===== src/rtl/boolean_query_line_filter_unit_assert.svh =====
// Assertion macros for the boolean query line filter unit.
// Included by the RTL files that carry concurrent assertions; no other dependencies.
`ifndef BOOLEAN_QUERY_LINE_FILTER_UNIT_ASSERT_SVH
`define BOOLEAN_QUERY_LINE_FILTER_UNIT_ASSERT_SVH
`ifndef NO_ASSERTIONS
// Checked on every rising clock edge, off while reset is high.
`define BQLF_ASSERT(lbl, clk, rst, prop, msg) \
   lbl: assert property (@(posedge clk) disable iff (rst) prop) \
      else $error(msg);
// Checked on every rising clock edge, reset included.
`define BQLF_ASSERT_ALWAYS(lbl, clk, prop, msg) \
   lbl: assert property (@(posedge clk) prop) \
      else $error(msg);
`else
`define BQLF_ASSERT(lbl, clk, rst, prop, msg)
`define BQLF_ASSERT_ALWAYS(lbl, clk, prop, msg)
`endif
`endif


===== src/rtl/bqlf_pkg.sv =====
// Shared types, codes and helpers of the boolean query line filter unit.
// Used by bqlf_cell and boolean_query_line_filter_unit; depends on nothing.
package bqlf_pkg;

   localparam int MAX_TERMS_DEF    = 8;
   localparam int MAX_TERM_LEN_DEF = 16;
   localparam int MAX_GROUPS_DEF   = 4;

   localparam int CHAR_W    = 16;
   localparam int INDEX_W   = 3;
   localparam int POS_W     = 4;
   localparam int TLEN_W    = 5;
   localparam int GROUP_W   = 2;
   localparam int MASK_W    = 8;
   localparam int ACTIVE_W  = 4;
   localparam int CSR_IDX_W = 1;
   localparam int CSR_DAT_W = 4;

   localparam logic [CSR_IDX_W-1:0] CSR_FUZZY_MODE   = 1'b0;
   localparam logic [CSR_IDX_W-1:0] CSR_ACTIVE_TERMS = 1'b1;

   typedef enum logic [1:0] {
      CMD_TERM_CHAR = 2'd0,
      CMD_TERM_ATTR = 2'd1,
      CMD_LINE_CHAR = 2'd2,
      CMD_LINE_END  = 2'd3
   } cmd_type;

   // One command beat as it travels down the chain of cells.
   typedef struct packed {
      cmd_type                  cmd;
      logic [INDEX_W-1:0]       term_index;
      logic [POS_W-1:0]         char_pos;
      logic [CHAR_W-1:0]        char_value;
      logic [TLEN_W-1:0]        term_length;
      logic [GROUP_W-1:0]       term_group;
      logic                     term_negate;
   } beat_type;

   // Case folding covers ASCII upper-case letters only.
   function automatic logic [CHAR_W-1:0] fold_char(input logic [CHAR_W-1:0] c);
      logic [CHAR_W-1:0] r;
      r = c;
      if (c >= 16'h0041 && c <= 16'h005A) begin
         r = c + 16'h0020;
      end
      return r;
   endfunction

endpackage


===== src/rtl/boolean_query_line_filter_unit.sv =====
// Top level of the boolean query line filter: CSRs, beat normalization, the chain
// of term cells and the result register. Depends on bqlf_pkg, bqlf_cell and the assert header.
//
// The unit takes one beat per cycle while req_ready is high and reports one
// result per line end. Each beat walks down a chain of MAX_TERMS term cells,
// one cell per cycle unless stalled; a cell applies term writes addressed to
// it, steps its shift-and vector and subsequence pointer on a line character,
// and adds its hit and group verdict on a line end. A line-end result is
// registered in each cell, then waits in the result register; the chain keeps
// taking beats until a second line end waits at its last cell and the cells
// behind are full. Term characters are held folded to lower case, undefined
// until written; cell beats and results are not reset, the rest resets to zero.
// The user writes CSRs only while no beats are in flight; this is not enforced.
`include "boolean_query_line_filter_unit_assert.svh"

module boolean_query_line_filter_unit #(
   parameter int MAX_TERMS    = bqlf_pkg::MAX_TERMS_DEF,
   parameter int MAX_TERM_LEN = bqlf_pkg::MAX_TERM_LEN_DEF,
   parameter int MAX_GROUPS   = bqlf_pkg::MAX_GROUPS_DEF
) (
   input  logic                            clock,
   input  logic                            reset,
   input  logic                            req_valid,
   output logic                            req_ready,
   input  logic [1:0]                      req_cmd,
   input  logic [bqlf_pkg::INDEX_W-1:0]    req_term_index,
   input  logic [bqlf_pkg::POS_W-1:0]      req_char_pos,
   input  logic [bqlf_pkg::CHAR_W-1:0]     req_char_value,
   input  logic [bqlf_pkg::TLEN_W-1:0]     req_term_length,
   input  logic [bqlf_pkg::GROUP_W-1:0]    req_term_group,
   input  logic                            req_term_negate,
   output logic                            rsp_valid,
   input  logic                            rsp_ready,
   output logic                            rsp_line_match,
   output logic [bqlf_pkg::MASK_W-1:0]     rsp_hit_mask,
   input  logic                            csr_we,
   input  logic [bqlf_pkg::CSR_IDX_W-1:0]  csr_index,
   input  logic [bqlf_pkg::CSR_DAT_W-1:0]  csr_wdata
);
   import bqlf_pkg::*;

   logic                  fuzzy_ff, fuzzy_in;
   logic [ACTIVE_W-1:0]   active_ff, active_in;
   logic                  rsp_valid_ff, rsp_valid_in;
   logic                  rsp_match_ff;
   logic [MASK_W-1:0]     rsp_mask_ff;

   logic                  chain_valid [MAX_TERMS+1];
   logic                  chain_ready [MAX_TERMS+1];
   beat_type              chain_beat [MAX_TERMS+1];
   logic [MAX_TERMS-1:0]  chain_hits [MAX_TERMS+1];
   logic [MAX_GROUPS-1:0] chain_present [MAX_TERMS+1];
   logic [MAX_GROUPS-1:0] chain_failed [MAX_TERMS+1];

   beat_type              head_beat;
   logic [GROUP_W-1:0]    group_mod;
   logic                  tail_end;
   logic                  tail_take;
   logic [MAX_TERMS+MASK_W-1:0] hits_wide;

   always_comb begin
      fuzzy_in  = fuzzy_ff;
      active_in = active_ff;
      if (csr_we) begin
         unique case (csr_index)
            CSR_FUZZY_MODE:   fuzzy_in  = csr_wdata[0];
            CSR_ACTIVE_TERMS: active_in = csr_wdata[ACTIVE_W-1:0];
            default: begin
            end
         endcase
      end
   end

   // Characters are folded once here, lengths saturated and groups reduced.
   always_comb begin
      group_mod = req_term_group;
      for (int i = 0; i < 3; i++) begin
         if (int'(group_mod) >= MAX_GROUPS) begin
            group_mod = group_mod - GROUP_W'(MAX_GROUPS);
         end
      end
      head_beat.cmd         = cmd_type'(req_cmd);
      head_beat.term_index  = req_term_index;
      head_beat.char_pos    = req_char_pos;
      head_beat.char_value  = fold_char(req_char_value);
      head_beat.term_length = (int'(req_term_length) > MAX_TERM_LEN) ?
                              TLEN_W'(MAX_TERM_LEN) : req_term_length;
      head_beat.term_group  = group_mod;
      head_beat.term_negate = req_term_negate;
   end

   assign chain_valid[0]   = req_valid;
   assign req_ready        = chain_ready[0];
   assign chain_beat[0]    = head_beat;
   assign chain_hits[0]    = '0;
   assign chain_present[0] = '0;
   assign chain_failed[0]  = '0;

   for (genvar t = 0; t < MAX_TERMS; t++) begin : g_cell
      bqlf_cell #(
         .CELL_ID      (t),
         .MAX_TERMS    (MAX_TERMS),
         .MAX_TERM_LEN (MAX_TERM_LEN),
         .MAX_GROUPS   (MAX_GROUPS)
      ) u_cell (
         .clock        (clock),
         .reset        (reset),
         .fuzzy_mode   (fuzzy_ff),
         .active_terms (active_ff),
         .up_valid     (chain_valid[t]),
         .up_ready     (chain_ready[t]),
         .up_beat      (chain_beat[t]),
         .up_hits      (chain_hits[t]),
         .up_present   (chain_present[t]),
         .up_failed    (chain_failed[t]),
         .dn_valid     (chain_valid[t+1]),
         .dn_ready     (chain_ready[t+1]),
         .dn_beat      (chain_beat[t+1]),
         .dn_hits      (chain_hits[t+1]),
         .dn_present   (chain_present[t+1]),
         .dn_failed    (chain_failed[t+1])
      );
   end

   // Only line-end beats leave the chain as results; the others are dropped here.
   assign tail_end                = chain_beat[MAX_TERMS].cmd == CMD_LINE_END;
   assign chain_ready[MAX_TERMS]  = !tail_end || !rsp_valid_ff || rsp_ready;
   assign tail_take               = chain_valid[MAX_TERMS] && chain_ready[MAX_TERMS] && tail_end;
   assign hits_wide               = {{MASK_W{1'b0}}, chain_hits[MAX_TERMS]};

   always_comb begin
      rsp_valid_in = rsp_valid_ff;
      if (tail_take) begin
         rsp_valid_in = 1'b1;
      end else if (rsp_ready) begin
         rsp_valid_in = 1'b0;
      end
   end

   always_ff @(posedge clock) begin
      if (reset) begin
         fuzzy_ff     <= 1'b0;
         active_ff    <= '0;
         rsp_valid_ff <= 1'b0;
      end else begin
         fuzzy_ff     <= fuzzy_in;
         active_ff    <= active_in;
         rsp_valid_ff <= rsp_valid_in;
      end
   end

   always_ff @(posedge clock) begin
      if (tail_take) begin
         rsp_match_ff <= (active_ff == '0) ||
                         ((chain_present[MAX_TERMS] & ~chain_failed[MAX_TERMS]) != '0);
         rsp_mask_ff  <= hits_wide[MASK_W-1:0];
      end
   end

   assign rsp_valid      = rsp_valid_ff;
   assign rsp_line_match = rsp_match_ff;
   assign rsp_hit_mask   = rsp_mask_ff;

   `BQLF_ASSERT(a_empty_output_ready, clock, reset, !rsp_valid_ff |-> req_ready, "chain stalled with an empty result register")
   `BQLF_ASSERT(a_line_end_reported, clock, reset, tail_take |=> rsp_valid_ff, "line end left the chain without a result")
   `BQLF_ASSERT(a_result_retired, clock, reset, rsp_valid_ff && rsp_ready && !tail_take |=> !rsp_valid_ff, "taken result still shown")

endmodule


===== src/rtl/bqlf_cell.sv =====
// One term cell of the boolean query line filter chain: term text, attributes,
// shift-and vector and subsequence pointer. Depends on bqlf_pkg and the assert header.
`include "boolean_query_line_filter_unit_assert.svh"

module bqlf_cell #(
   parameter int CELL_ID      = 0,
   parameter int MAX_TERMS    = bqlf_pkg::MAX_TERMS_DEF,
   parameter int MAX_TERM_LEN = bqlf_pkg::MAX_TERM_LEN_DEF,
   parameter int MAX_GROUPS   = bqlf_pkg::MAX_GROUPS_DEF
) (
   input  logic                            clock,
   input  logic                            reset,
   input  logic                            fuzzy_mode,
   input  logic [bqlf_pkg::ACTIVE_W-1:0]   active_terms,
   input  logic                            up_valid,
   output logic                            up_ready,
   input  bqlf_pkg::beat_type              up_beat,
   input  logic [MAX_TERMS-1:0]            up_hits,
   input  logic [MAX_GROUPS-1:0]           up_present,
   input  logic [MAX_GROUPS-1:0]           up_failed,
   output logic                            dn_valid,
   input  logic                            dn_ready,
   output bqlf_pkg::beat_type              dn_beat,
   output logic [MAX_TERMS-1:0]            dn_hits,
   output logic [MAX_GROUPS-1:0]           dn_present,
   output logic [MAX_GROUPS-1:0]           dn_failed
);
   import bqlf_pkg::*;

   localparam int L     = MAX_TERM_LEN;
   localparam int LEN_W = $clog2(MAX_TERM_LEN + 1);
   localparam int IDX_W = (MAX_TERM_LEN > 1) ? $clog2(MAX_TERM_LEN) : 1;

   logic [CHAR_W-1:0]     chars_ff [L];
   logic [CHAR_W-1:0]     chars_in [L];
   logic [LEN_W-1:0]      len_ff, len_in;
   logic [GROUP_W-1:0]    group_ff, group_in;
   logic                  negate_ff, negate_in;
   logic [L-1:0]          pmv_ff, pmv_in;
   logic [LEN_W-1:0]      ptr_ff, ptr_in;
   logic                  sticky_ff, sticky_in;
   logic                  valid_ff, valid_in;
   beat_type              beat_ff;
   logic [MAX_TERMS-1:0]  hits_ff, hits_in;
   logic [MAX_GROUPS-1:0] present_ff, present_in;
   logic [MAX_GROUPS-1:0] failed_ff, failed_in;

   logic                  take;
   logic                  sel;
   logic                  cell_on;
   logic [L-1:0]          eq;
   logic [L-1:0]          shift_vec;
   logic                  last_hit;
   logic                  ptr_step;
   logic                  hit_line;

   assign up_ready = !valid_ff || dn_ready;
   assign take     = up_valid && up_ready;
   assign sel      = int'(up_beat.term_index) == CELL_ID;
   assign cell_on  = int'(active_terms) > CELL_ID;

   // Match engines: every stored character against the incoming line character.
   always_comb begin
      eq       = '0;
      last_hit = 1'b0;
      for (int k = 0; k < L; k++) begin
         if (LEN_W'(k) < len_ff && chars_ff[k] == up_beat.char_value) begin
            eq[k] = 1'b1;
         end
      end
      shift_vec = ((pmv_ff << 1) | L'(1)) & eq;
      for (int k = 0; k < L; k++) begin
         if (LEN_W'(k + 1) == len_ff) begin
            last_hit = last_hit | shift_vec[k];
         end
      end
      ptr_step = (ptr_ff < len_ff) && eq[ptr_ff[IDX_W-1:0]];
      hit_line = (len_ff == '0) || sticky_ff || (fuzzy_mode && ptr_ff >= len_ff);
   end

   always_comb begin
      chars_in  = chars_ff;
      len_in    = len_ff;
      group_in  = group_ff;
      negate_in = negate_ff;
      pmv_in    = pmv_ff;
      ptr_in    = ptr_ff;
      sticky_in = sticky_ff;
      valid_in  = up_ready ? up_valid : valid_ff;
      if (take) begin
         case (up_beat.cmd)
            CMD_TERM_CHAR: begin
               if (sel) begin
                  for (int k = 0; k < L; k++) begin
                     if (int'(up_beat.char_pos) == k) begin
                        chars_in[k] = up_beat.char_value;
                     end
                  end
               end
            end
            CMD_TERM_ATTR: begin
               if (sel) begin
                  len_in    = LEN_W'(up_beat.term_length);
                  group_in  = up_beat.term_group;
                  negate_in = up_beat.term_negate;
               end
            end
            CMD_LINE_CHAR: begin
               pmv_in = shift_vec;
               if (!fuzzy_mode && last_hit) begin
                  sticky_in = 1'b1;
               end
               if (ptr_step) begin
                  ptr_in = ptr_ff + LEN_W'(1);
               end
            end
            default: begin
               pmv_in    = '0;
               ptr_in    = '0;
               sticky_in = 1'b0;
            end
         endcase
      end
   end

   // Line-end summary: this term adds its hit and its group verdict.
   always_comb begin
      hits_in    = up_hits;
      present_in = up_present;
      failed_in  = up_failed;
      if (cell_on && hit_line) begin
         hits_in[CELL_ID] = 1'b1;
      end
      for (int g = 0; g < MAX_GROUPS; g++) begin
         if (cell_on && int'(group_ff) == g) begin
            present_in[g] = 1'b1;
            if (hit_line == negate_ff) begin
               failed_in[g] = 1'b1;
            end
         end
      end
   end

   always_ff @(posedge clock) begin
      if (reset) begin
         len_ff    <= '0;
         group_ff  <= '0;
         negate_ff <= 1'b0;
         pmv_ff    <= '0;
         ptr_ff    <= '0;
         sticky_ff <= 1'b0;
         valid_ff  <= 1'b0;
      end else begin
         len_ff    <= len_in;
         group_ff  <= group_in;
         negate_ff <= negate_in;
         pmv_ff    <= pmv_in;
         ptr_ff    <= ptr_in;
         sticky_ff <= sticky_in;
         valid_ff  <= valid_in;
      end
   end

   always_ff @(posedge clock) begin
      chars_ff <= chars_in;
      if (take) begin
         beat_ff    <= up_beat;
         hits_ff    <= hits_in;
         present_ff <= present_in;
         failed_ff  <= failed_in;
      end
   end

   assign dn_valid   = valid_ff;
   assign dn_beat    = beat_ff;
   assign dn_hits    = hits_ff;
   assign dn_present = present_ff;
   assign dn_failed  = failed_ff;

   `BQLF_ASSERT(a_line_end_clears, clock, reset, take && up_beat.cmd == CMD_LINE_END |=> ptr_ff == '0 && !sticky_ff && pmv_ff == '0, "line state not cleared after line end")
   `BQLF_ASSERT(a_sticky_substring_only, clock, reset, $rose(sticky_ff) |-> !$past(fuzzy_mode), "substring hit latched in fuzzy mode")
   `BQLF_ASSERT(a_stage_holds, clock, reset, valid_ff && !dn_ready |=> valid_ff && $stable(beat_ff), "stalled cell stage lost its beat")

endmodule

===== config.mk =====
export PLATFORM = sky130hd
export DESIGN_NAME = boolean_query_line_filter_unit
export DESIGN_NICKNAME = d
export VERILOG_FILES = /design/src/rtl/bqlf_pkg.sv /design/src/rtl/boolean_query_line_filter_unit.sv /design/src/rtl/bqlf_cell.sv
export VERILOG_INCLUDE_DIRS = /design/src /design/src/rtl
export SDC_FILE = /design/constraint.sdc
export NUM_CORES = 2
export LEC_CHECK = 0
export ABC_AREA = 1
export BUFFER_PORTS_ARGS = -buffer_cell sky130_fd_sc_hd__clkbuf_2
export CORE_MARGIN = 5
export CORE_UTILIZATION = 66
export DETAILED_ROUTE_END_ITERATION = 8
export GPL_TIMING_DRIVEN = 0
export MAX_ROUTING_LAYER = met4
export PLACE_DENSITY = 0.82
export SLEW_MARGIN = 20
export SYNTH_ARGS = -nofsm -noshare
export SYNTH_HDL_FRONTEND = slang
export SYNTH_SLANG_ARGS = --single-unit

===== constraint.sdc =====
create_clock -name clock -period 16 [get_ports clock]
set_input_delay 3.2 -clock clock [delete_from_list [all_inputs] [get_ports clock]]
set_output_delay 3.2 -clock clock [all_outputs]
set_load 0.01 [all_outputs]

---- Yosys cells after proc, flatten, opt, wreduce, memory -nomap -nowiden ----
Cells that the tools add are included.
operators by class
  add/sub/neg operators ................... 9
  order comparisons ....................... 163
  eq/ne operators ......................... 448
  muxes and demuxes ....................... 378
  bitwise logic cells ..................... 139
  reductions and logical operators ........ 447
operators with widths
  cell                                                                 number
  16-bit == test                                                       128
  4-bit AND reduction                                                  128
  1-bit 2-to-1 mux                                                     336
  4-bit by 5-bit == test with 1-bit output, first input constant       64
  4-bit by 5-bit < comparator with 1-bit output, first input constant  64
  4-bit == test, second input constant                                 64
  15-bit case mux with 2 select lines                                  8
  1-bit logical AND                                                    203
  3-bit by 5-bit == test with 1-bit output, first input constant       32
  3-bit by 5-bit < comparator with 1-bit output, first input constant  32
  16-bit AND                                                           8
  4-bit by 3-bit == test with 1-bit output, second input constant      32
  1-bit OR                                                             120
  2-bit by 5-bit == test with 1-bit output, first input constant       16
  1-bit by 5-bit < comparator with 1-bit output, first input constant  16
  2-bit by 5-bit < comparator with 1-bit output, first input constant  16
  5-bit case mux with 2 select lines                                   8
  3-bit AND reduction                                                  24
  4-bit by 2-bit == test with 1-bit output, second input constant      16
  2-bit == test, second input constant                                 25
  5-bit 2-to-1 mux                                                     9
  5-bit by 1-bit adder with 5-bit output, second input constant        8
  1-bit by 5-bit == test with 1-bit output, first input constant       8
  5-bit == test, first input constant                                  8
  33 further kinds                                                     211
word-level totals
  register bits ........................... 2636
  output and inout bits ................... 11

---- Logic depth before layout (Yosys ltp) ----
  word-level depth ........................ 41
  mapped depth ............................ 24
  mapped depth without buffers ............ 24

---- Cells and area by module ----
From an unflattened synthesis, not the netlist that was laid out.
unflattened totals
  cell total of the unflattened synthesis .. 14390
  area, all modules ....................... 133106.4 µm²
by module, submodules not included
  module                          instances  cells an instance  area each (µm²)
  bqlf_cell at g_cell[4].u_cell   1          1888               16960.0
  bqlf_cell at g_cell[3].u_cell   1          1842               16814.9
  bqlf_cell at g_cell[6].u_cell   1          1829               16679.7
  bqlf_cell at g_cell[0].u_cell   1          1809               16634.7
  bqlf_cell at g_cell[7].u_cell   1          1797               16618.4
  bqlf_cell at g_cell[1].u_cell   1          1762               16550.9
  bqlf_cell at g_cell[2].u_cell   1          1752               16329.4
  bqlf_cell at g_cell[5].u_cell   1          1587               15660.0
  boolean_query_line_filter_unit  1          124                858.3

---- Least setup slack after synthesis ----
No wires, ideal clock.
  kind .................................... input-to-reg
  start ................................... input port rsp_ready
  end ..................................... register g_cell[3].u_cell.chars_ff[0] (netlist name), enable pin
  setup time .............................. 0.388 ns
  arrival ................................. 7.203 ns
  required time ........................... 15.612 ns
  slack ................................... 8.408 ns
  stages on the path ...................... 16
  path buffers ............................ 0
  cell sequence ........................... nor2_2 > inv_1 > nor2_1 > inv_2 > nor2_1 > inv_1 > nor2_1 > inv_1 > nor2_1 > inv_2 > nor2_1 > nor2_1 > inv_1 > nor3_1 > nand4_1 > nor2_1
on the way
  longest elaborated chain between the ends .. 8
RTL lines
  item                                  RTL line                               RTL
  start: declaration                    boolean_query_line_filter_unit.sv:33   input logic rsp_ready,
  1-bit logical OR                      boolean_query_line_filter_unit.sv:127  assign chain_ready[MAX_TERMS] = !tail_end || !rsp_valid_ff || rsp_ready;
  1-bit logical OR (5 in a row)         bqlf_cell.sv:57                        assign up_ready = !valid_ff || dn_ready;
  1-bit logical AND                     bqlf_cell.sv:58                        assign take = up_valid && up_ready;
  net g_cell[3].u_cell.take             bqlf_cell.sv:48                        logic take;
  4-bit AND reduction (no source line)  n/a
  end signal: assignment                bqlf_cell.sv:165                       chars_ff <= chars_in;
  end: declaration                      bqlf_cell.sv:34                        logic [CHAR_W-1:0] chars_ff [L];
The timed path passes the listed nets, and every way through them passes these cells.
A chain may end at the register's enable or synchronous reset.

---- Worst setup path in the final report ----
  start ................................... input port rsp_ready
  end ..................................... output port req_ready
on the way
  longest elaborated chain between the ends .. 9
RTL lines
  item                           RTL line                               RTL
  1-bit logical OR               boolean_query_line_filter_unit.sv:127
  1-bit logical OR (8 in a row)  bqlf_cell.sv:57
  end: declaration               boolean_query_line_filter_unit.sv:24   output logic req_ready,
No other way between the ends.

==> tab_implementation.tex <==
\begin{tabular}{lr}
\hline
Metric & Value \\
\hline
\multicolumn{2}{l}{\textbf{Critical path}} \\
\quad Crit-path max FO & 3 \\
\quad CP Capture Type & output port \\
\quad Minimum setup slack among reg-to-reg paths & 11.30 ns \\
\quad Data required time of the critical path & around 13 ns \\
\quad Type of the worst setup path & primary input to output port \\
\quad Launching point of the worst reg2reg path & g\_cell[5].u\_cell.dn\_beat[22]\$\_DFFE\_PP\_ \\
\quad Capture instance of the worst register-to-register path & g\_cell[6].u\_cell.ptr\_ff[0]\$\_SDFFE\_PP0P\_ \\
\quad Type of element launching the critical path & primary input \\
\quad Arrival time worst endpoint & 5.78 ns \\
\quad Register-to-Register Path Depth & 13 \\
\multicolumn{2}{l}{\textbf{Final layout}} \\
\quad Share of final-layout standard cells stronger than drive strength 1 & between 10\% and 20\% \\
\quad Number of fill cells in the layout & $\sim$11000 \\
\quad Area growth from synthesis to final layout & 11.4\% \\
\quad Net total in the final layout & about 11000 \\
\multicolumn{2}{l}{\textbf{Synthesis}} \\
\quad Count of flip-flops with a built-in enable after synthesis & between 2000 and 2500 \\
\quad Synth cell types & 76 \\
\quad Portion of the post-synthesis area used by sequential elements & approximately two thirds \\
\quad Cell types occupying the most area after synthesis & edfxtp\_1, xor2\_1, nand2\_1, dfxtp\_1, xnor2\_1 \\
\quad Count of yosys warnings during synthesis & 0 \\
\quad Most frequently used cell type in the post-synthesis netlist & edfxtp\_1 \\
\quad Proportion of synthesized flip-flops having asynchronous set or reset & 0\% \\
\quad Cell area after synthesis & about 0.12 sq mm \\
\quad Most common flop cell mapped by yosys & edfxtp\_1 \\
\quad Cells after synthesis & 10000 \\
\quad Syn nets & between 10000 and 15000 \\
\quad Ranking of synthesized cells by instance count & edfxtp\_1, nand2\_1, nor2\_1 \\
\quad Number of storage elements in the synthesis netlist & 2636 \\
\quad Post-synthesis cell type with the largest combined area & edfxtp\_1 \\
\quad Mean post-synth cell area & $\sim$12 sq um \\
\quad Share of Yosys cell area claimed by the top area cell type & about 61\% \\
\multicolumn{2}{l}{\textbf{Pwr}} \\
\quad Pwr per Cell Area & roughly 110 mW/mm\^{}2 \\
\quad Clock Power Share & roughly 44\% \\
\quad Leakage dissipation & $\sim$45 nW \\
\quad Worst vdd ir & roughly 110 uV \\
\quad Switching component of the power & about 3 mW \\
\quad Portion of total power attributed to sequential cells & 53.4\% \\
\quad Part of the total power dissipated in combinational logic & under 10\% \\
\quad Sw Ratio & a little over a fifth \\
\quad Cell internal pwr & between 10 and 15 mW \\
\multicolumn{2}{l}{\textbf{Clock network}} \\
\quad Clock H-tree levels & 5 \\
\quad Number of hold buffers added after CTS & 0 \\
\quad \# clock sinks & 2636 \\
\quad Number of clock buffers inserted by TritonCTS & roughly 280 \\
\quad Number of buffers inserted to repair setup after CTS & 0 \\
\quad Clock root buffer & clkbuf\_16 \\
\quad Clock slew at reported path FFs & 0.06 ns \\
\quad Post-cts repair resize count & 0 \\
\quad Clock Tree Buf Depth & 4 \\
\quad Clock latency at the later pin of the worst-skew pair & 0.95 ns \\
\quad CTS tree & built \\
\multicolumn{2}{l}{\textbf{Run status}} \\
\quad Run status & finished, violations left \\
\quad Violated checks & DRC \\
\multicolumn{2}{l}{\textbf{Global route}} \\
\quad Global-route wire length before repair & between 500000 and 600000 um \\
\quad Maximum number of pins on one net before global-route repair & 32 \\
\quad Initial antenna violation count & 3 \\
\quad Remaining global-route overflow & 0 \\
\quad Total routing resource utilization after global routing & slightly below 40\% \\
\quad Number of global-route vias before repair & a little over 80000 \\
\multicolumn{2}{l}{\textbf{Timing}} \\
\quad Tcrit/Tclk final & between 50\% and 60\% \\
\quad RSZ-0062 raised after global routing & false \\
\quad Hold\_ws & just over 0.4 ns \\
\quad Slew margin rel. & around 14\% \\
\quad Final Setup Violations & 0 \\
\quad Transition time at the pin with the least slew margin & about 1.3 ns \\
\quad Clock period minus final worst setup slack & between 8 and 9 ns \\
\quad Clock Skews & between 0.04 and 0.05 ns \\
\quad Hold violation count in the final report & 0 \\
\quad Slew Limit Fails & 0 \\
\quad Summed negative setup slack over all endpoints & 0 ns \\
\quad Upper clock frequency limit & approximately 110 MHz \\
\multicolumn{2}{l}{\textbf{Detailed routing}} \\
\quad DRC & 6 \\
\quad WL per Instance & around 28 um \\
\quad Final antenna-violating net count & 0 \\
\quad Per-cell via count in the routed design & about 6.4 \\
\quad Routed vias & around 84000 \\
\quad Starting DRT DRC Count & roughly 13000 \\
\quad 1st-pass router iterations & 9 \\
\quad Wire length after detailed routing & 359000 um \\
\multicolumn{2}{l}{\textbf{Placed design}} \\
\quad Count of input and output buffers & between 40 and 50 \\
\quad Routability-driven placement congestion ratio & roughly 1 \\
\quad Total half-perimeter wirelength after legalization and detailed placement & 243000 um \\
\multicolumn{2}{l}{\textbf{Floorplanning}} \\
\quad Standard-cell rows & 154 \\
\quad Initial standard-cell utilization of the core & about two thirds \\
\quad IO Count & 54 \\
\quad Std-Cell Core Area & $\sim$0.18 sq mm \\
\quad Total die area & approximately 0.19 sq mm \\
\quad Die height & between 400 and 500 um \\
\quad Chip Width & between 400 and 500 um \\
\multicolumn{2}{l}{\textbf{Run}} \\
\quad Max-cap violation count & 0 \\
\multicolumn{2}{l}{\textbf{Worst hold path}} \\
\quad Worst hold path depth & 0 \\
\quad Endpoint, Worst Hold & g\_cell[3].u\_cell.dn\_hits[1]\$\_DFFE\_PP\_ \\
\quad Classification of the worst-slack hold path & register to register \\
\quad Startpoint of the most critical hold path & g\_cell[2].u\_cell.dn\_hits[1]\$\_DFFE\_PP\_ \\
\hline
\end{tabular}
metal layers:
metal | GRT usage, % | share of wire, % | up-vias | routed length (um)
li1 | - | - | 36000 | -
met1 | 50.1 | 35 | 40200 | 127000
met2 | 59.7 | 46 | 6223 | 164000
met3 | 7.98 | 12 | 1372 | 43300
met4 | 20.9 | 6.8 | 0 | 24500
met5 | - | 0 | - | 0
cells by family (layout without fill, tap and decap cells):
kind of cell | count (synthesis) | in the layout | share of synthesized area (%)
adders and majority gates | 49 | 49 | 0.523
DFF | 2636 | 2636 | 65.5
buffers and inverters | 1174 | 1788 | 4.00
xor gates and xnor gates | 1223 | 1223 | 9.14
and+or+nand+nor | 4015 | 4015 | 16.0
other | 0 | 5 | 0
AOI/OAI and AO/OA | 943 | 943 | 4.84
stage by stage:
step                      std cells  cell area, sq um  util [%]  setup slack (ns)  power (mW)
after floorplan               10000            117000         -              8.41        7.84
after global placement        12400            120000      68.2              6.50        8.01
after detailed placement      12500            122000      69.1              7.17        8.02
after CTS                     13000            130000      73.9              7.10        14.0
after global routing          13000            130000      74.0              6.87        14.4
final                         13000            130000      74.0              7.02        14.1
critical path: stages:
cell and delay, ns:
clkbuf_2 0.09, nor2_2 0.27, inv_1 0.10, nor2_1 0.20, inv_2 0.06, nor2_1 0.08
inv_1 0.08, nor2_1 0.10, inv_1 0.08, nor2_1 0.14, inv_2 0.07, nor2_1 0.44
nand2_1 0.26, nor2_2 0.21, nand2_2 0.21, clkbuf_2 0.19
cells in the final DEF, fill, tap and decap left out, types with 128 or more instances in the layout:
cell type	n
nand2_1	1473
xor2_1	740
nor3_1	185
clkbuf_16	291
dfxtp_1	246
edfxtp_1	2390
a21oi_1	321
nor2_2	128
nor4_1	227
nor2_1	738
inv_1	784
xnor2_1	483
or2_2	290
nand3_1	443
nand4_1	330
clkbuf_1	226
o21ai_0	269
buf_2	159
final cells by class:
| cell class | instances | area, sq um | share of cell area (%) |
|---|---|---|---|
| buffer | 348 | 1590 | 1.22 |
| tap | 2340 | 2930 | 2.24 |
| timing repair buffer | 136 | 1550 | 1.19 |
| antenna | 5 | 12.5 | 0.00959 |
| inverter | 826 | 3110 | 2.38 |
| sequential | 2636 | 76700 | 58.8 |
| clock inverter | 111 | 830 | 0.636 |
| multi-input combinational | 6230 | 36100 | 27.7 |
| clock buffer | 367 | 7640 | 5.85 |
registers in the layout, summed over array words and instances (netlist names), 16 cells and up:
register,flops
g_cell.u_cell.chars_ff,2048
g_cell.u_cell.dn_beat,233
g_cell.u_cell.dn_failed,32
g_cell.u_cell.dn_hits,36
g_cell.u_cell.dn_present,32
g_cell.u_cell.group_ff,16
g_cell.u_cell.len_ff,40
g_cell.u_cell.pmv_ff,120
g_cell.u_cell.ptr_ff,40
power groups by stage:
| stage | Combinational (mW) | Sequential (mW) | Clock (mW) |
|---|---|---|---|
| floorplan | 0.211 | 7.63 | 0 |
| finish | 0.379 | 7.52 | 6.18 |
| global placement | 0.338 | 7.67 | 0 |
| detailed placement | 0.359 | 7.66 | 0 |
| global route | 0.395 | 7.51 | 6.45 |
| CTS | 0.363 | 7.52 | 6.16 |
worst max-delay path by stage:
stage	from	to	slack, ns	cells after the start
after global routing	rsp_ready	req_ready	6.87	16
after CTS	rsp_ready	req_ready	7.10	16
after floorplan	rsp_ready	g_cell[3].u_cell.chars_ff[0]$_DFFE_PP_	8.41	16
after detailed placement	rsp_ready	req_ready	7.17	16
final	rsp_ready	req_ready	7.02	16
after global placement	rsp_ready	g_cell[3].u_cell.chars_ff[103]$_DFFE_PP_	6.50	17
Power figures use the tool's default switching activity.
